### src/sv/rqbs_pkg.sv
// ----------------------------------------------------------------------------
// rqbs_pkg
// Shared constants, codes and types of the retry queue backoff scheduler.
// ----------------------------------------------------------------------------
package rqbs_pkg;

    // Table geometry.
    localparam int SLOT_COUNT = 16;
    localparam int SLOT_W     = $clog2(SLOT_COUNT);
    localparam int COUNT_W    = $clog2(SLOT_COUNT + 1);
    localparam int CAT_COUNT  = 5;
    localparam int CAT_W      = 3;
    localparam int TIME_W     = 32;
    localparam int ATT_W      = 4;

    // Field widths of the item and result ports.
    localparam int MODE_W    = 3;
    localparam int RC_W      = 3;
    localparam int ENG_W     = 2;
    localparam int PEND_W    = 5;
    localparam int CNT_W     = 32;

    // Configuration register widths and reset values.
    localparam int CFG_IDX_W  = 3;
    localparam int CFG_DATA_W = 20;
    localparam int BASE_W     = 16;
    localparam int CAP_W      = 20;
    localparam int DELAY_W    = CAP_W + 1;

    localparam logic              RST_ENABLED  = 1'b1;
    localparam logic [ATT_W-1:0]  RST_MAX_ATT  = 4'd5;
    localparam logic [BASE_W-1:0] RST_BASE     = 16'd2000;
    localparam logic [CAP_W-1:0]  RST_CAP      = 20'd60000;
    localparam logic [CAT_COUNT-1:0] RST_HP_MASK = 5'd3;

    // Item modes.
    typedef enum logic [MODE_W-1:0] {
        MODE_TICK      = 3'd0,
        MODE_OUTCOME   = 3'd1,
        MODE_CANCEL    = 3'd2,
        MODE_RETRY_NOW = 3'd3,
        MODE_FORCE     = 3'd4
    } t_mode;

    // Result codes.
    typedef enum logic [RC_W-1:0] {
        RC_OK      = 3'd0,
        RC_NOCHG   = 3'd1,
        RC_FULL    = 3'd2,
        RC_NOCLOUD = 3'd3,
        RC_FAIL    = 3'd4,
        RC_CANCEL  = 3'd5,
        RC_DIS     = 3'd6
    } t_result;

    // Engine state codes.
    typedef enum logic [ENG_W-1:0] {
        ENG_IDLE  = 2'd0,
        ENG_PROC  = 2'd1,
        ENG_RETRY = 2'd2,
        ENG_DIS   = 2'd3
    } t_eng;

    // Configuration register indexes.
    typedef enum logic [CFG_IDX_W-1:0] {
        CFG_ENABLED  = 3'd0,
        CFG_MAX_ATT  = 3'd1,
        CFG_BASE     = 3'd2,
        CFG_CAP      = 3'd3,
        CFG_HP_MASK  = 3'd4
    } t_cfg_idx;

    // One slot record in the information memory.
    typedef struct packed {
        logic [CAT_W-1:0] cat;
        logic             hi;
        logic [ATT_W-1:0] att;
    } t_slot_info;

    localparam int INFO_W = $bits(t_slot_info);

endpackage

### src/sv/rqbs_ram.sv
// ----------------------------------------------------------------------------
// rqbs_ram
// Generic single-write, single-read memory with a registered read port.
// ----------------------------------------------------------------------------
module rqbs_ram #(
    parameter int WIDTH = 8,
    parameter int DEPTH = 16
) (
    input  logic                     i_clk,
    input  logic                     i_we,
    input  logic [$clog2(DEPTH)-1:0] i_waddr,
    input  logic [WIDTH-1:0]         i_wdata,
    input  logic [$clog2(DEPTH)-1:0] i_raddr,
    output logic [WIDTH-1:0]         o_rdata
);

    logic [WIDTH-1:0] r_mem [DEPTH];
    logic [WIDTH-1:0] r_rdata;

    // Write and registered read.
    always_ff @(posedge i_clk) begin
        if (i_we) begin
            r_mem[i_waddr] <= i_wdata;
        end
        r_rdata <= r_mem[i_raddr];
    end

    assign o_rdata = r_rdata;

endmodule

### src/sv/retry_queue_backoff_scheduler.sv
// ----------------------------------------------------------------------------
// retry_queue_backoff_scheduler
// Each accepted item gives exactly one result item. A tick inserts the new
// categories (at most five) and may then walk the slot table through the
// single read port of the slot memories, one slot per cycle. An outcome
// report reads the slot and updates it; when the slot is rescheduled, the
// backoff delay is doubled step by step and the new ready time is written.
// Retry-now sweeps the time memory (one slot a cycle) before inserting;
// cancel, unknown modes and items seen while the engine is disabled go
// straight to the result. A finished result waits in the output register
// while the next item is accepted.
// ----------------------------------------------------------------------------
module retry_queue_backoff_scheduler (
    input  logic                              i_clk,
    input  logic                              i_rst_n,
    // Input item channel.
    input  logic                              i_valid,
    output logic                              o_stall,
    input  logic [rqbs_pkg::MODE_W-1:0]       i_mode,
    input  logic [rqbs_pkg::CAT_COUNT-1:0]    i_dirty_flags,
    input  logic [rqbs_pkg::TIME_W-1:0]       i_now_ms,
    input  logic                              i_cloud_ready,
    input  logic                              i_attempt_ok,
    // Result item channel.
    output logic                              o_valid,
    input  logic                              i_stall,
    output logic                              o_grant_valid,
    output logic [rqbs_pkg::CAT_W-1:0]        o_grant_category,
    output logic [rqbs_pkg::CAT_COUNT-1:0]    o_clear_dirty_mask,
    output logic [rqbs_pkg::RC_W-1:0]         o_result_code,
    output logic [rqbs_pkg::ENG_W-1:0]        o_engine_state,
    output logic [rqbs_pkg::PEND_W-1:0]       o_pending_count,
    output logic                              o_item_dropped,
    output logic [rqbs_pkg::CNT_W-1:0]        o_success_count,
    output logic [rqbs_pkg::CNT_W-1:0]        o_drop_count,
    output logic [rqbs_pkg::CNT_W-1:0]        o_retry_count_total,
    output logic [rqbs_pkg::TIME_W-1:0]       o_last_success_ms,
    // Configuration write port.
    input  logic                              i_cfg_wr_en,
    input  logic [rqbs_pkg::CFG_IDX_W-1:0]    i_cfg_index,
    input  logic [rqbs_pkg::CFG_DATA_W-1:0]   i_cfg_data
);

    import rqbs_pkg::*;

    typedef enum logic [3:0] {
        S_IDLE,
        S_INSERT,
        S_SCAN,
        S_DECIDE,
        S_OUT_READ,
        S_OUT_UPD,
        S_BACKOFF,
        S_ZERO,
        S_RESULT
    } t_fsm;

    // Control and configuration state.
    t_fsm                   r_fsm;
    logic                   r_enabled;
    logic [ATT_W-1:0]       r_max_att;
    logic [BASE_W-1:0]      r_base;
    logic [CAP_W-1:0]       r_cap;
    logic [CAT_COUNT-1:0]   r_hp_mask;
    logic [SLOT_COUNT-1:0]  r_slot_valid;
    logic [CAT_COUNT-1:0]   r_cat_present;
    logic [COUNT_W-1:0]     r_used;
    logic                   r_pending;
    logic [SLOT_W-1:0]      r_attempt_slot;
    t_eng                   r_eng;
    t_result                r_last;
    logic [CNT_W-1:0]       r_success_total;
    logic [CNT_W-1:0]       r_drop_total;
    logic [CNT_W-1:0]       r_retry_total;
    logic [TIME_W-1:0]      r_last_success;
    logic                   r_out_valid;

    // Per-item working registers.
    t_mode                  r_mode;
    logic [TIME_W-1:0]      r_now;
    logic                   r_cloud;
    logic                   r_ok;
    logic [CAT_COUNT-1:0]   r_ins_mask;
    logic                   r_full;
    logic [COUNT_W-1:0]     r_idx;
    logic                   r_best_found;
    logic                   r_best_hi;
    logic [SLOT_W-1:0]      r_best_idx;
    logic [CAT_W-1:0]       r_best_cat;
    logic                   r_gv;
    logic [CAT_W-1:0]       r_gcat;
    logic [CAT_COUNT-1:0]   r_clr;
    logic                   r_drop;
    logic [DELAY_W-1:0]     r_delay;
    logic [ATT_W-1:0]       r_bo_cnt;

    // Result registers.
    logic                   r_o_gv;
    logic [CAT_W-1:0]       r_o_gcat;
    logic [CAT_COUNT-1:0]   r_o_clr;
    logic [RC_W-1:0]        r_o_rc;
    logic [ENG_W-1:0]       r_o_eng;
    logic [PEND_W-1:0]      r_o_pend;
    logic                   r_o_drop;
    logic [CNT_W-1:0]       r_o_succ;
    logic [CNT_W-1:0]       r_o_dropc;
    logic [CNT_W-1:0]       r_o_retry;
    logic [TIME_W-1:0]      r_o_last;

    // Memory ports.
    logic                   info_we;
    logic [SLOT_W-1:0]      info_waddr;
    t_slot_info             info_wdata;
    logic [INFO_W-1:0]      info_rraw;
    t_slot_info             info_rdata;
    logic                   time_we;
    logic [SLOT_W-1:0]      time_waddr;
    logic [TIME_W-1:0]      time_wdata;
    logic [TIME_W-1:0]      time_rdata;
    logic [SLOT_W-1:0]      rd_addr;

    // Helper signals.
    logic                   in_acc;
    logic [SLOT_W-1:0]      free_idx;
    logic [CAT_W-1:0]       ins_cat;
    logic [CAT_COUNT-1:0]   ins_bit;
    logic                   table_full;
    logic                   ins_go;
    logic [SLOT_W-1:0]      scan_slot;
    logic                   scan_ready;
    logic                   slot_hit;
    logic [ATT_W-1:0]       att_next;
    logic [CAT_COUNT-1:0]   out_cat_bit;
    logic [DELAY_W-1:0]     delay_dbl;
    logic [DELAY_W-1:0]     cap_ext;
    t_result                rc_now;

    assign in_acc = i_valid && !o_stall;
    assign o_stall = (r_fsm != S_IDLE);

    // Lowest free slot and lowest category still to insert.
    always_comb begin
        free_idx = '0;
        for (int i = SLOT_COUNT - 1; i >= 0; i--) begin
            if (!r_slot_valid[i]) begin
                free_idx = SLOT_W'(i);
            end
        end
    end

    always_comb begin
        ins_cat = '0;
        for (int c = CAT_COUNT - 1; c >= 0; c--) begin
            if (r_ins_mask[c]) begin
                ins_cat = CAT_W'(c);
            end
        end
    end

    assign ins_bit    = CAT_COUNT'(1) << ins_cat;
    assign table_full = (r_used >= COUNT_W'(SLOT_COUNT));
    assign ins_go     = (r_fsm == S_INSERT) && (r_ins_mask != '0) && !table_full;

    // Scan data belongs to the slot addressed in the previous cycle.
    assign scan_slot  = SLOT_W'(r_idx - 1'b1);
    assign scan_ready = r_slot_valid[scan_slot] && (time_rdata <= r_now);

    // Outcome report helpers.
    assign info_rdata  = t_slot_info'(info_rraw);
    assign slot_hit    = r_pending && r_slot_valid[r_attempt_slot];
    assign att_next    = info_rdata.att + 1'b1;
    assign out_cat_bit = CAT_COUNT'(1) << info_rdata.cat;
    assign delay_dbl   = r_delay << 1;
    assign cap_ext     = DELAY_W'(r_cap);

    // Memory address and write selection. Accesses are sequenced so that no
    // read of an entry overlaps a pending write to it.
    always_comb begin
        rd_addr    = (r_fsm == S_SCAN) ? r_idx[SLOT_W-1:0] : r_attempt_slot;
        info_we    = 1'b0;
        info_waddr = free_idx;
        info_wdata = '{cat: ins_cat, hi: r_hp_mask[ins_cat], att: '0};
        time_we    = 1'b0;
        time_waddr = free_idx;
        time_wdata = '0;
        case (r_fsm)
            S_INSERT: begin
                info_we = ins_go;
                time_we = ins_go;
            end
            S_OUT_UPD: begin
                info_we    = slot_hit && !r_ok;
                info_waddr = r_attempt_slot;
                info_wdata = '{cat: info_rdata.cat, hi: info_rdata.hi, att: att_next};
            end
            S_ZERO: begin
                time_we    = 1'b1;
                time_waddr = r_idx[SLOT_W-1:0];
            end
            S_BACKOFF: begin
                time_we    = (r_bo_cnt == '0);
                time_waddr = r_attempt_slot;
                time_wdata = r_now + TIME_W'(r_delay);
            end
            default: begin
            end
        endcase
    end

    // Result code of the finishing item.
    always_comb begin
        if (!r_enabled) begin
            rc_now = RC_DIS;
        end else begin
            case (r_mode)
                MODE_CANCEL:    rc_now = RC_CANCEL;
                MODE_RETRY_NOW: rc_now = RC_OK;
                MODE_FORCE:     rc_now = r_full ? RC_FULL : RC_OK;
                default:        rc_now = r_last;
            endcase
        end
    end

    rqbs_ram #(
        .WIDTH (INFO_W),
        .DEPTH (SLOT_COUNT)
    ) u_info_ram (
        .i_clk   (i_clk),
        .i_we    (info_we),
        .i_waddr (info_waddr),
        .i_wdata (info_wdata),
        .i_raddr (rd_addr),
        .o_rdata (info_rraw)
    );

    rqbs_ram #(
        .WIDTH (TIME_W),
        .DEPTH (SLOT_COUNT)
    ) u_time_ram (
        .i_clk   (i_clk),
        .i_we    (time_we),
        .i_waddr (time_waddr),
        .i_wdata (time_wdata),
        .i_raddr (rd_addr),
        .o_rdata (time_rdata)
    );

    // Sequencer, table bookkeeping, configuration and result register.
    always_ff @(posedge i_clk) begin
        if (!i_rst_n) begin
            r_fsm           <= S_IDLE;
            r_enabled       <= RST_ENABLED;
            r_max_att       <= RST_MAX_ATT;
            r_base          <= RST_BASE;
            r_cap           <= RST_CAP;
            r_hp_mask       <= RST_HP_MASK;
            r_slot_valid    <= '0;
            r_cat_present   <= '0;
            r_used          <= '0;
            r_pending       <= 1'b0;
            r_attempt_slot  <= '0;
            r_eng           <= ENG_IDLE;
            r_last          <= RC_NOCHG;
            r_success_total <= '0;
            r_drop_total    <= '0;
            r_retry_total   <= '0;
            r_last_success  <= '0;
            r_out_valid     <= 1'b0;
        end else begin
            // The user must issue configuration writes only while the engine is idle; the block does not enforce it.
            if (i_cfg_wr_en) begin
                case (t_cfg_idx'(i_cfg_index))
                    CFG_ENABLED: begin
                        r_enabled <= i_cfg_data[0];
                        if (!i_cfg_data[0]) begin
                            r_eng <= ENG_DIS;
                        end else begin
                            r_eng <= (r_used != '0) ? ENG_RETRY : ENG_IDLE;
                        end
                    end
                    CFG_MAX_ATT: r_max_att <= i_cfg_data[ATT_W-1:0];
                    CFG_BASE:    r_base    <= i_cfg_data[BASE_W-1:0];
                    CFG_CAP:     r_cap     <= i_cfg_data[CAP_W-1:0];
                    CFG_HP_MASK: r_hp_mask <= i_cfg_data[CAT_COUNT-1:0];
                    default: begin
                    end
                endcase
            end

            // The result register empties when its item is taken.
            if (r_out_valid && !i_stall) begin
                r_out_valid <= 1'b0;
            end

            case (r_fsm)
                S_IDLE: begin
                    if (in_acc) begin
                        r_mode <= t_mode'(i_mode);
                        r_now  <= i_now_ms;
                        r_cloud <= i_cloud_ready;
                        r_ok   <= i_attempt_ok;
                        r_full <= 1'b0;
                        r_gv   <= 1'b0;
                        r_gcat <= '0;
                        r_clr  <= '0;
                        r_drop <= 1'b0;
                        r_idx  <= '0;
                        if (!r_enabled) begin
                            r_fsm <= S_RESULT;
                        end else begin
                            case (t_mode'(i_mode))
                                MODE_TICK: begin
                                    r_ins_mask <= i_dirty_flags & ~r_cat_present;
                                    r_fsm      <= S_INSERT;
                                end
                                MODE_OUTCOME: begin
                                    r_fsm <= S_OUT_READ;
                                end
                                MODE_CANCEL: begin
                                    r_slot_valid  <= '0;
                                    r_cat_present <= '0;
                                    r_used        <= '0;
                                    r_pending     <= 1'b0;
                                    r_eng         <= ENG_IDLE;
                                    r_last        <= RC_CANCEL;
                                    r_fsm         <= S_RESULT;
                                end
                                MODE_RETRY_NOW: begin
                                    r_ins_mask <= i_dirty_flags & ~r_cat_present;
                                    r_fsm      <= S_ZERO;
                                end
                                MODE_FORCE: begin
                                    r_ins_mask <= ~r_cat_present;
                                    r_fsm      <= S_INSERT;
                                end
                                default: begin
                                    r_fsm <= S_RESULT;
                                end
                            endcase
                        end
                    end
                end

                // Clear every ready time, one slot a cycle.
                S_ZERO: begin
                    if (r_idx == COUNT_W'(SLOT_COUNT - 1)) begin
                        r_fsm <= S_INSERT;
                    end
                    r_idx <= r_idx + 1'b1;
                end

                // Insert one category a cycle, then settle the engine state.
                S_INSERT: begin
                    if (r_ins_mask != '0) begin
                        r_ins_mask <= r_ins_mask & ~ins_bit;
                        if (table_full) begin
                            r_full <= 1'b1;
                        end else begin
                            r_slot_valid[free_idx] <= 1'b1;
                            r_cat_present          <= r_cat_present | ins_bit;
                            r_used                 <= r_used + 1'b1;
                        end
                    end else begin
                        case (r_mode)
                            MODE_TICK: begin
                                if (r_eng == ENG_IDLE && r_used != '0) begin
                                    r_eng <= ENG_RETRY;
                                end
                                if (r_pending) begin
                                    r_fsm <= S_RESULT;
                                end else if (r_used == '0) begin
                                    r_eng <= ENG_IDLE;
                                    r_fsm <= S_RESULT;
                                end else begin
                                    r_idx        <= '0;
                                    r_best_found <= 1'b0;
                                    r_best_hi    <= 1'b0;
                                    r_fsm        <= S_SCAN;
                                end
                            end
                            MODE_RETRY_NOW: begin
                                if (r_used != '0) begin
                                    r_eng <= ENG_RETRY;
                                end
                                r_fsm <= S_RESULT;
                            end
                            default: begin
                                r_fsm <= S_RESULT;
                            end
                        endcase
                    end
                end

                // Walk the table: first ready high-priority slot, else the
                // first ready normal one.
                S_SCAN: begin
                    if (r_idx != '0 && scan_ready
                        && (!r_best_found || (info_rdata.hi && !r_best_hi))) begin
                        r_best_found <= 1'b1;
                        r_best_hi    <= info_rdata.hi;
                        r_best_idx   <= scan_slot;
                        r_best_cat   <= info_rdata.cat;
                    end
                    if (r_idx == COUNT_W'(SLOT_COUNT)) begin
                        r_fsm <= S_DECIDE;
                    end
                    r_idx <= r_idx + 1'b1;
                end

                S_DECIDE: begin
                    if (!r_best_found) begin
                        r_eng <= ENG_RETRY;
                    end else if (!r_cloud) begin
                        r_last <= RC_NOCLOUD;
                    end else begin
                        r_eng          <= ENG_PROC;
                        r_pending      <= 1'b1;
                        r_attempt_slot <= r_best_idx;
                        r_gv           <= 1'b1;
                        r_gcat         <= r_best_cat;
                    end
                    r_fsm <= S_RESULT;
                end

                S_OUT_READ: begin
                    r_fsm <= S_OUT_UPD;
                end

                // Apply the outcome of the outstanding attempt.
                S_OUT_UPD: begin
                    r_pending <= 1'b0;
                    r_fsm     <= S_RESULT;
                    if (slot_hit) begin
                        if (r_ok) begin
                            r_clr                        <= out_cat_bit;
                            r_slot_valid[r_attempt_slot] <= 1'b0;
                            r_cat_present                <= r_cat_present & ~out_cat_bit;
                            r_used                       <= r_used - 1'b1;
                            r_success_total              <= r_success_total + 1'b1;
                            r_last                       <= RC_OK;
                            r_last_success               <= r_now;
                            r_eng <= (r_used > COUNT_W'(1)) ? ENG_RETRY : ENG_IDLE;
                        end else begin
                            r_retry_total <= r_retry_total + 1'b1;
                            r_last        <= RC_FAIL;
                            if (att_next >= r_max_att) begin
                                r_slot_valid[r_attempt_slot] <= 1'b0;
                                r_cat_present <= r_cat_present & ~out_cat_bit;
                                r_used        <= r_used - 1'b1;
                                r_drop_total  <= r_drop_total + 1'b1;
                                r_drop        <= 1'b1;
                                r_eng <= (r_used > COUNT_W'(1)) ? ENG_RETRY : ENG_IDLE;
                            end else begin
                                r_eng    <= ENG_RETRY;
                                r_delay  <= DELAY_W'(r_base);
                                r_bo_cnt <= att_next;
                                r_fsm    <= S_BACKOFF;
                            end
                        end
                    end
                end

                // Double the delay once a cycle up to the cap; the new ready
                // time is written when the count runs out.
                S_BACKOFF: begin
                    if (r_bo_cnt == '0) begin
                        r_fsm <= S_RESULT;
                    end else if (delay_dbl >= cap_ext) begin
                        r_delay  <= cap_ext;
                        r_bo_cnt <= '0;
                    end else begin
                        r_delay  <= delay_dbl;
                        r_bo_cnt <= r_bo_cnt - 1'b1;
                    end
                end

                // Load the result register once it is free.
                S_RESULT: begin
                    if (!r_out_valid || !i_stall) begin
                        r_out_valid <= 1'b1;
                        r_o_gv      <= r_gv;
                        r_o_gcat    <= r_gcat;
                        r_o_clr     <= r_clr;
                        r_o_rc      <= rc_now;
                        r_o_eng     <= r_eng;
                        r_o_pend    <= PEND_W'(r_used);
                        r_o_drop    <= r_drop;
                        r_o_succ    <= r_success_total;
                        r_o_dropc   <= r_drop_total;
                        r_o_retry   <= r_retry_total;
                        r_o_last    <= r_last_success;
                        r_fsm       <= S_IDLE;
                    end
                end

                default: begin
                    r_fsm <= S_IDLE;
                end
            endcase
        end
    end

    assign o_valid             = r_out_valid;
    assign o_grant_valid       = r_o_gv;
    assign o_grant_category    = r_o_gcat;
    assign o_clear_dirty_mask  = r_o_clr;
    assign o_result_code       = r_o_rc;
    assign o_engine_state      = r_o_eng;
    assign o_pending_count     = r_o_pend;
    assign o_item_dropped      = r_o_drop;
    assign o_success_count     = r_o_succ;
    assign o_drop_count        = r_o_dropc;
    assign o_retry_count_total = r_o_retry;
    assign o_last_success_ms   = r_o_last;

    // The fill count always matches the number of valid slots.
    a_used_matches_valid: assert property (@(posedge i_clk) disable iff (!i_rst_n)
        $countones(r_slot_valid) == 32'(r_used))
        else $error("fill count differs from number of valid slots");

    // Each queued slot holds a distinct category.
    a_present_matches_used: assert property (@(posedge i_clk) disable iff (!i_rst_n)
        $countones(r_cat_present) == 32'(r_used))
        else $error("category presence differs from fill count");

    // An outstanding attempt always refers to a slot still in use.
    a_attempt_slot_valid: assert property (@(posedge i_clk) disable iff (!i_rst_n)
        r_pending |-> r_slot_valid[r_attempt_slot])
        else $error("outstanding attempt refers to a free slot");

    // A granted item always reports the processing state.
    a_grant_processing: assert property (@(posedge i_clk) disable iff (!i_rst_n)
        (r_out_valid && r_o_gv) |-> (r_o_eng == ENG_PROC))
        else $error("grant reported outside the processing state");

    // At most one dirty flag is released per item.
    a_clear_onehot: assert property (@(posedge i_clk) disable iff (!i_rst_n)
        r_out_valid |-> $onehot0(r_o_clr))
        else $error("more than one dirty flag released");

endmodule

### config.mk
export PLATFORM = sky130hd
export DESIGN_NAME = retry_queue_backoff_scheduler
export DESIGN_NICKNAME = d
export VERILOG_FILES = /design/src/sv/rqbs_pkg.sv /design/src/sv/rqbs_ram.sv /design/src/sv/retry_queue_backoff_scheduler.sv
export SDC_FILE = /design/constraint.sdc
export NUM_CORES = 2
export LEC_CHECK = 0
export BUFFER_PORTS_ARGS = -buffer_cell sky130_fd_sc_hd__buf_2
export CELL_PAD_IN_SITES_DETAIL_PLACEMENT = 0
export CELL_PAD_IN_SITES_GLOBAL_PLACEMENT = 2
export CORE_UTILIZATION = 40
export DETAILED_ROUTE_END_ITERATION = 16
export GPL_ROUTABILITY_DRIVEN = 1
export PLACE_DENSITY_LB_ADDON = 0.1
export SLEW_MARGIN = 20
export SYNTH_ARGS = -nofsm -noshare
export SYNTH_HDL_FRONTEND = slang
export SYNTH_SLANG_ARGS = --single-unit
### constraint.sdc
create_clock -name i_clk -period 9.3 [get_ports i_clk]
set_clock_uncertainty 0.2 [all_clocks]
set_input_delay 1.86 -clock i_clk [delete_from_list [all_inputs] [get_ports i_clk]]
set_output_delay 1.86 -clock i_clk [all_outputs]
set_load 0.005 [all_outputs]
Word level (Yosys, flattened, before mapping)
Memories as Yosys holds them, arrays and structs flattened. A register that Yosys moved wholly into a read port is not among the register bits. Index checks and enable logic that the tools add are counted.

Eq/ne operators: 47. Add/subtract/negate cells: 10. Reductions and logical operators: 68. Shifts and indexed selects: 2. Bitwise operators: 11. Mux-type cells: 167. $lt $le $gt $ge: 11.

Operator list (count): $mux W4 (36); $mux W16 (8); $mux W5 (23); $mux W21 (5); $add A32 B1 Y32 const B (3); $pmux W16 S3 (1); $mux W3 (15); $pmux W5 S3 (3); $pmux W21 S2 (1); $mux W2 (19); $ne A2 B2 Y1 const B (19); $pmux W4 S9 (1); $add A32 B21 Y32 (1); $le A32 B32 Y1 (1); $mux W32 (1); $pmux W5 S2 (3); $reduce_and A6 Y1 (5); $mux W1 (29); $ge A21 B20 Y1 (1); $reduce_and A7 Y1 (3); $eq A3 B2 Y1 const B (6); $pmux W3 S3 (2); $reduce_and A3 Y1 (6); $and A16 B16 Y16 (1); 55 further kinds (123).

Input port bits: 70. Flip-flop bits (word level): 455. Bits in writable memories: 640. Word-level logic and storage cells: 364. Memories kept: 2. Output and inout bits: 150.

Memories: u_time_ram.r_mem (words 16, bits a word 32, rd ports 1, clocked after Yosys merged registers in 1, wr ports 1, RTL line rqbs_ram.sv:17) `logic [WIDTH-1:0] r_mem [DEPTH];`; u_info_ram.r_mem (words 16, bits a word 8, rd ports 1, clocked after Yosys merged registers in 1, wr ports 1, RTL line rqbs_ram.sv:17).

Depth between registers and ports, before layout
Depth after elaboration: 24. Depth in mapped cells: 11. Mapped depth without buffers: 10.

Modules after synthesis
A second synthesis with hierarchy kept.

Cell total of the unflattened synthesis: 3162. Area total of the unflattened synthesis: 46125.5 um2.

By module, submodules not included: retry_queue_backoff_scheduler (area an instance 21142.8 um2, cells an instance 2095, instances 1, seq. area each 11511.0 um2); rqbs_ram (u_time_ram) (area an instance 19835.3 um2, cells an instance 838, instances 1, seq. area each 16015.4 um2); rqbs_ram (u_info_ram) (area an instance 5147.4 um2, cells an instance 229, instances 1, seq. area each 4003.8 um2).

Worst setup path after synthesis
No wires, ideal clock.

Path kind: in2reg. Start: input port i_rst_n. End: register r_o_clr[0] (netlist: o_clear_dirty_mask[0]), enable pin. Setup time: 0.657 ns. Data required time: 8.443 ns. Path buffers: 2. Slack: -0.191 ns. Arrival time: 8.634 ns. Stages: 4. Cells stage by stage: clkbuf_1 clkbuf_1 nand2_1 nor2_1.

Longest elaborated chain between the ends: 1.

RTL lines: from (decl) (RTL line retry_queue_backoff_scheduler.sv:15) `input logic i_rst_n,`; $reduce_and A3 Y1 (no source line); to (signal assigned) (RTL line retry_queue_backoff_scheduler.sv:483) `r_o_clr <= r_clr;`; to (decl) (RTL line retry_queue_backoff_scheduler.sv:100) `logic [CAT_COUNT-1:0] r_o_clr;`.

Every way passes these cells. A chain may end at the register's enable or synchronous reset.

Worst setup path in the final report
Start: register r_fsm[1]. End: register u_time_ram.r_rdata[16] (netlist: u_time_ram.o_rdata[16]) (read register of u_time_ram.r_mem).

Longest elaborated chain between the ends: 2.

RTL lines: from (decl) (RTL line retry_queue_backoff_scheduler.sv:59) `t_fsm r_fsm;`; from (signal assigned) (RTL line retry_queue_backoff_scheduler.sv:251) `r_fsm <= S_IDLE;`; from (signal assigned) (RTL line retry_queue_backoff_scheduler.sv:309) `r_fsm <= S_RESULT;`; from (signal assigned) (RTL line retry_queue_backoff_scheduler.sv:314) `r_fsm <= S_INSERT;`; $eq A4 B2 Y1 (RTL line retry_queue_backoff_scheduler.sv:179) `rd_addr = (r_fsm == S_SCAN) ? r_idx[SLOT_W-1:0] : r_attempt_slot;`; $mux W4 (RTL line retry_queue_backoff_scheduler.sv:179); to (decl) (RTL line rqbs_ram.sv:18) `logic [WIDTH-1:0] r_rdata;`.

Every way passes these cells.

==> run metrics <==
crit share post-route=0.477; hold slack=0.217 ns; DRT antenna net count=0; initial core utilization=0.406; initial antenna violation count=9; # DRC=0; Pwr Total=0.0130 W; nets=3662; RSZ-0062 raised after global routing=false; top area cells in the synthesized netlist=edfxtp_1, dfxtp_1, mux4_2; cell mode on critical path=buf_4; clock slew at reported path FFs=0.06 ns; grt ovf=0; register area share after synthesis=0.676; Slew headroom=0.283; RD Place Congestion=0.822; Longest Clk Path Bufs=3; critical path, cell by cell=nand2b_4 > nor3_2 > mux2i_4 > buf_4 > buf_4 > mux4_2 > and2_1 > a211oi_1 > a31oi_1; clk_lat worst skew=0.74 ns; overall via count from detail_route=28459; post_cts resized=0; post-CTS setup repair buffer count=0; drt via density=5.56; vias in the first global route=28375; width of the die=343 um; cts hold-fix bufs=0; Top-Level Pins=220; port bufs=219; leakage=17.7 nW; Max Fanout on Critical Path=45; WL final=127000 um; critical path startpoint category=flop; Synth cell types=87; Setup violations, final=0; power density cells=241 mW/mm^2; 1st-iter DRT viols=2202; worst path required time=9.68 ns; Post-synth EDFFs=880; min Tclk post-route=4.44 ns; Stages on worst setup path=9; outcome=completed; CTS tree=done; syn_nets=3417; Tightest Pin Transition=1.07 ns; Yosys reg bits=1135; Die ar.=0.118 sq mm; iteration count of the initial detailed-routing pass=7; CP delay by family, top=buffers and inverters; largest net degree at the start of global routing=129; Hold Violations, Final=0; Top FF cell, synth=edfxtp_1; Setup TNS Final=0 ns; R2R depth=9; Crit path buffers/inverters=2; crit path max-delay cell type=buf_4; Area growth syn-to-layout=15.5%; Die Y=343 um; GRT Overall Usage=0.214; dpl hpwl=79400 um; critical path type=reg2reg; worst hold path type=reg2reg; WP data arrival=4.82 ns; Highest Clock Rate=225 MHz; CTS root buf=clkbuf_16; Synth Warn #=0; Slew Viols, Final=0; top cell type's share of synthesized area=0.567; crit path capture type=flop; Synth Area per Inst=14.3 sq um; Post-Synthesis Cell Area=0.0466 sq mm; CORE AREA=0.115 sq mm; CTS buffer count=119; Rows=124; H-tree depth=3; first-pass GRT wire length=187000 um; FILL cells=10073; Synth Instances=3257; layout cells sized above 1=0.200; ys async rst share=0; Worst VDD drop=0.160 mV; Yosys top cell by area=edfxtp_1; MaxCap Viol Count=0; CP peak stage delay=0.79 ns; Hold Path Stages=0; CTS sink cnt=1135; wire length per cell=24.7 um
report_power, final:
part	internal [W]	total, W	switching, W
clock	0.00296	0.00498	0.00202
combinational	0.000682	0.00193	0.00124
sequential	0.00584	0.00610	0.000257
total	0.00949	0.0130	0.00352
worst register-to-register path, cell delays in order, from the launching register on:
cell and delay [ns]:
dfxtp_1 0.72, nand2b_4 0.14, nor3_2 0.38, mux2i_4 0.34, buf_4 0.56, buf_4 0.82, mux4_2 0.70, and2_1 0.17
a211oi_1 0.21, a31oi_1 0.07
placed cells by master, fill, tap and decap left out, drive strengths merged, types with 5 or more instances in the layout:
| cell | count |
|---|---|
| xor2 | 43 |
| a21oi | 148 |
| nand4 | 38 |
| buf | 285 |
| xnor2 | 50 |
| nand2 | 305 |
| a21boi | 5 |
| nor4 | 25 |
| o21ai | 98 |
| a21o | 14 |
| nand3b | 5 |
| clkinv | 24 |
| mux2i | 41 |
| ha | 89 |
| or3 | 19 |
| o31ai | 12 |
| dfxtp | 255 |
| a2111oi | 6 |
| nor3b | 12 |
| edfxtp | 880 |
| nand2b | 17 |
| or2 | 10 |
| and4 | 14 |
| o22ai | 5 |
| nand3 | 74 |
| o211ai | 20 |
| inv | 100 |
| and3 | 38 |
| clkbuf | 179 |
| nor3 | 80 |
| a31oi | 62 |
| mux4 | 170 |
| nor2b | 20 |
| a211oi | 54 |
| o21a | 11 |
| o221a | 9 |
| and2 | 63 |
| bufinv | 15 |
| or4 | 8 |
| nor2 | 246 |
layout make-up:
| cell class | instances | area (sq um) | share of cell area |
|---|---|---|---|
| Clock buffer | 179 | 3410 | 0.0634 |
| Clock inverter | 44 | 736 | 0.0137 |
| Sequential cell | 1135 | 31500 | 0.585 |
| Timing Repair Buffer | 285 | 1630 | 0.0302 |
| Tap cell | 1512 | 1890 | 0.0351 |
| Antenna cell | 4 | 10.0 | 0.000186 |
| Inverter | 98 | 373 | 0.00692 |
| Multi-Input combinational cell | 1863 | 14300 | 0.265 |
cells by family after synthesis:
family	after synthesis	share of synthesized area
other	1	0.0000804
XOR/XNOR	93	0.0175
adder cells (fa/ha/maj)	90	0.0243
buffers and inverters	259	0.0235
multiplexers	215	0.0919
AO/OA/AOI/OAI	481	0.0652
AND/OR/NAND/NOR	983	0.101
flip-flops	1135	0.676
registers in the layout, summed over array words and instances, names as in the netlist, 20 cells and up:
name                 count
r_delay                 21
o_success_count         32
r_cap                   20
r_success_total         32
o_drop_count            32
o_last_success_ms       32
u_time_ram.r_mem       512
r_now                   32
u_info_ram.r_mem       128
o_retry_count_total     32
r_retry_total           32
u_time_ram.o_rdata      32
r_drop_total            32
r_last_success          32
stage by stage:
stage	utilization	instances	area [sq um]	setup slack, ns
finish	0.469	5120	53900	4.86
global route	0.468	5116	53900	4.50
CTS	0.468	5116	53800	4.61
detailed placement	0.432	4893	49700	4.61
global placement	0.432	4892	49600	4.79
floorplan	-	3257	46600	2.30
synthesized netlist by cell type (25+ instances only):
| library cell | count |
|---|---|
| edfxtp_1 | 880 |
| nand2_1 | 303 |
| dfxtp_1 | 255 |
| nor2_1 | 246 |
| mux4_2 | 170 |
| a21oi_1 | 148 |
| clkbuf_1 | 104 |
| inv_1 | 97 |
| o21ai_0 | 94 |
| ha_1 | 89 |
| nor3_1 | 80 |
| nand3_1 | 73 |
| and2_1 | 63 |
| a31oi_1 | 61 |
| a211oi_1 | 54 |
| xnor2_1 | 50 |
| xor2_1 | 43 |
| mux2i_1 | 40 |
| and3_1 | 38 |
| nand4_1 | 34 |
| buf_2 | 29 |
| nor4_1 | 25 |
metal layers:
metal	vias to the layer above	global-route usage	wire (um)
met5	-	0	7
met4	2	0.0560	2970
met3	190	0.0282	5650
met2	756	0.344	59700
met1	14632	0.305	58300
li1	12879	-	-
path summary, 6_finish.rpt:
kind | startpoint | endpoint | slack, ns
hold / removal | r_gcat[0]$_SDFFCE_PN0P_ | o_grant_category[0]$_DFFE_PP_ | 0.22
hold reg to reg | r_gcat[0]$_SDFFCE_PN0P_ | o_grant_category[0]$_DFFE_PP_ | 0.22
setup / recovery | r_fsm[1]$_SDFFE_PN0P_ | u_time_ram.o_rdata[16]$_DFF_P_ | 4.86
setup reg to reg | r_fsm[1]$_SDFFE_PN0P_ | u_time_ram.o_rdata[16]$_DFF_P_ | 4.86
Note: power is estimated with default switching activity, not from simulation.
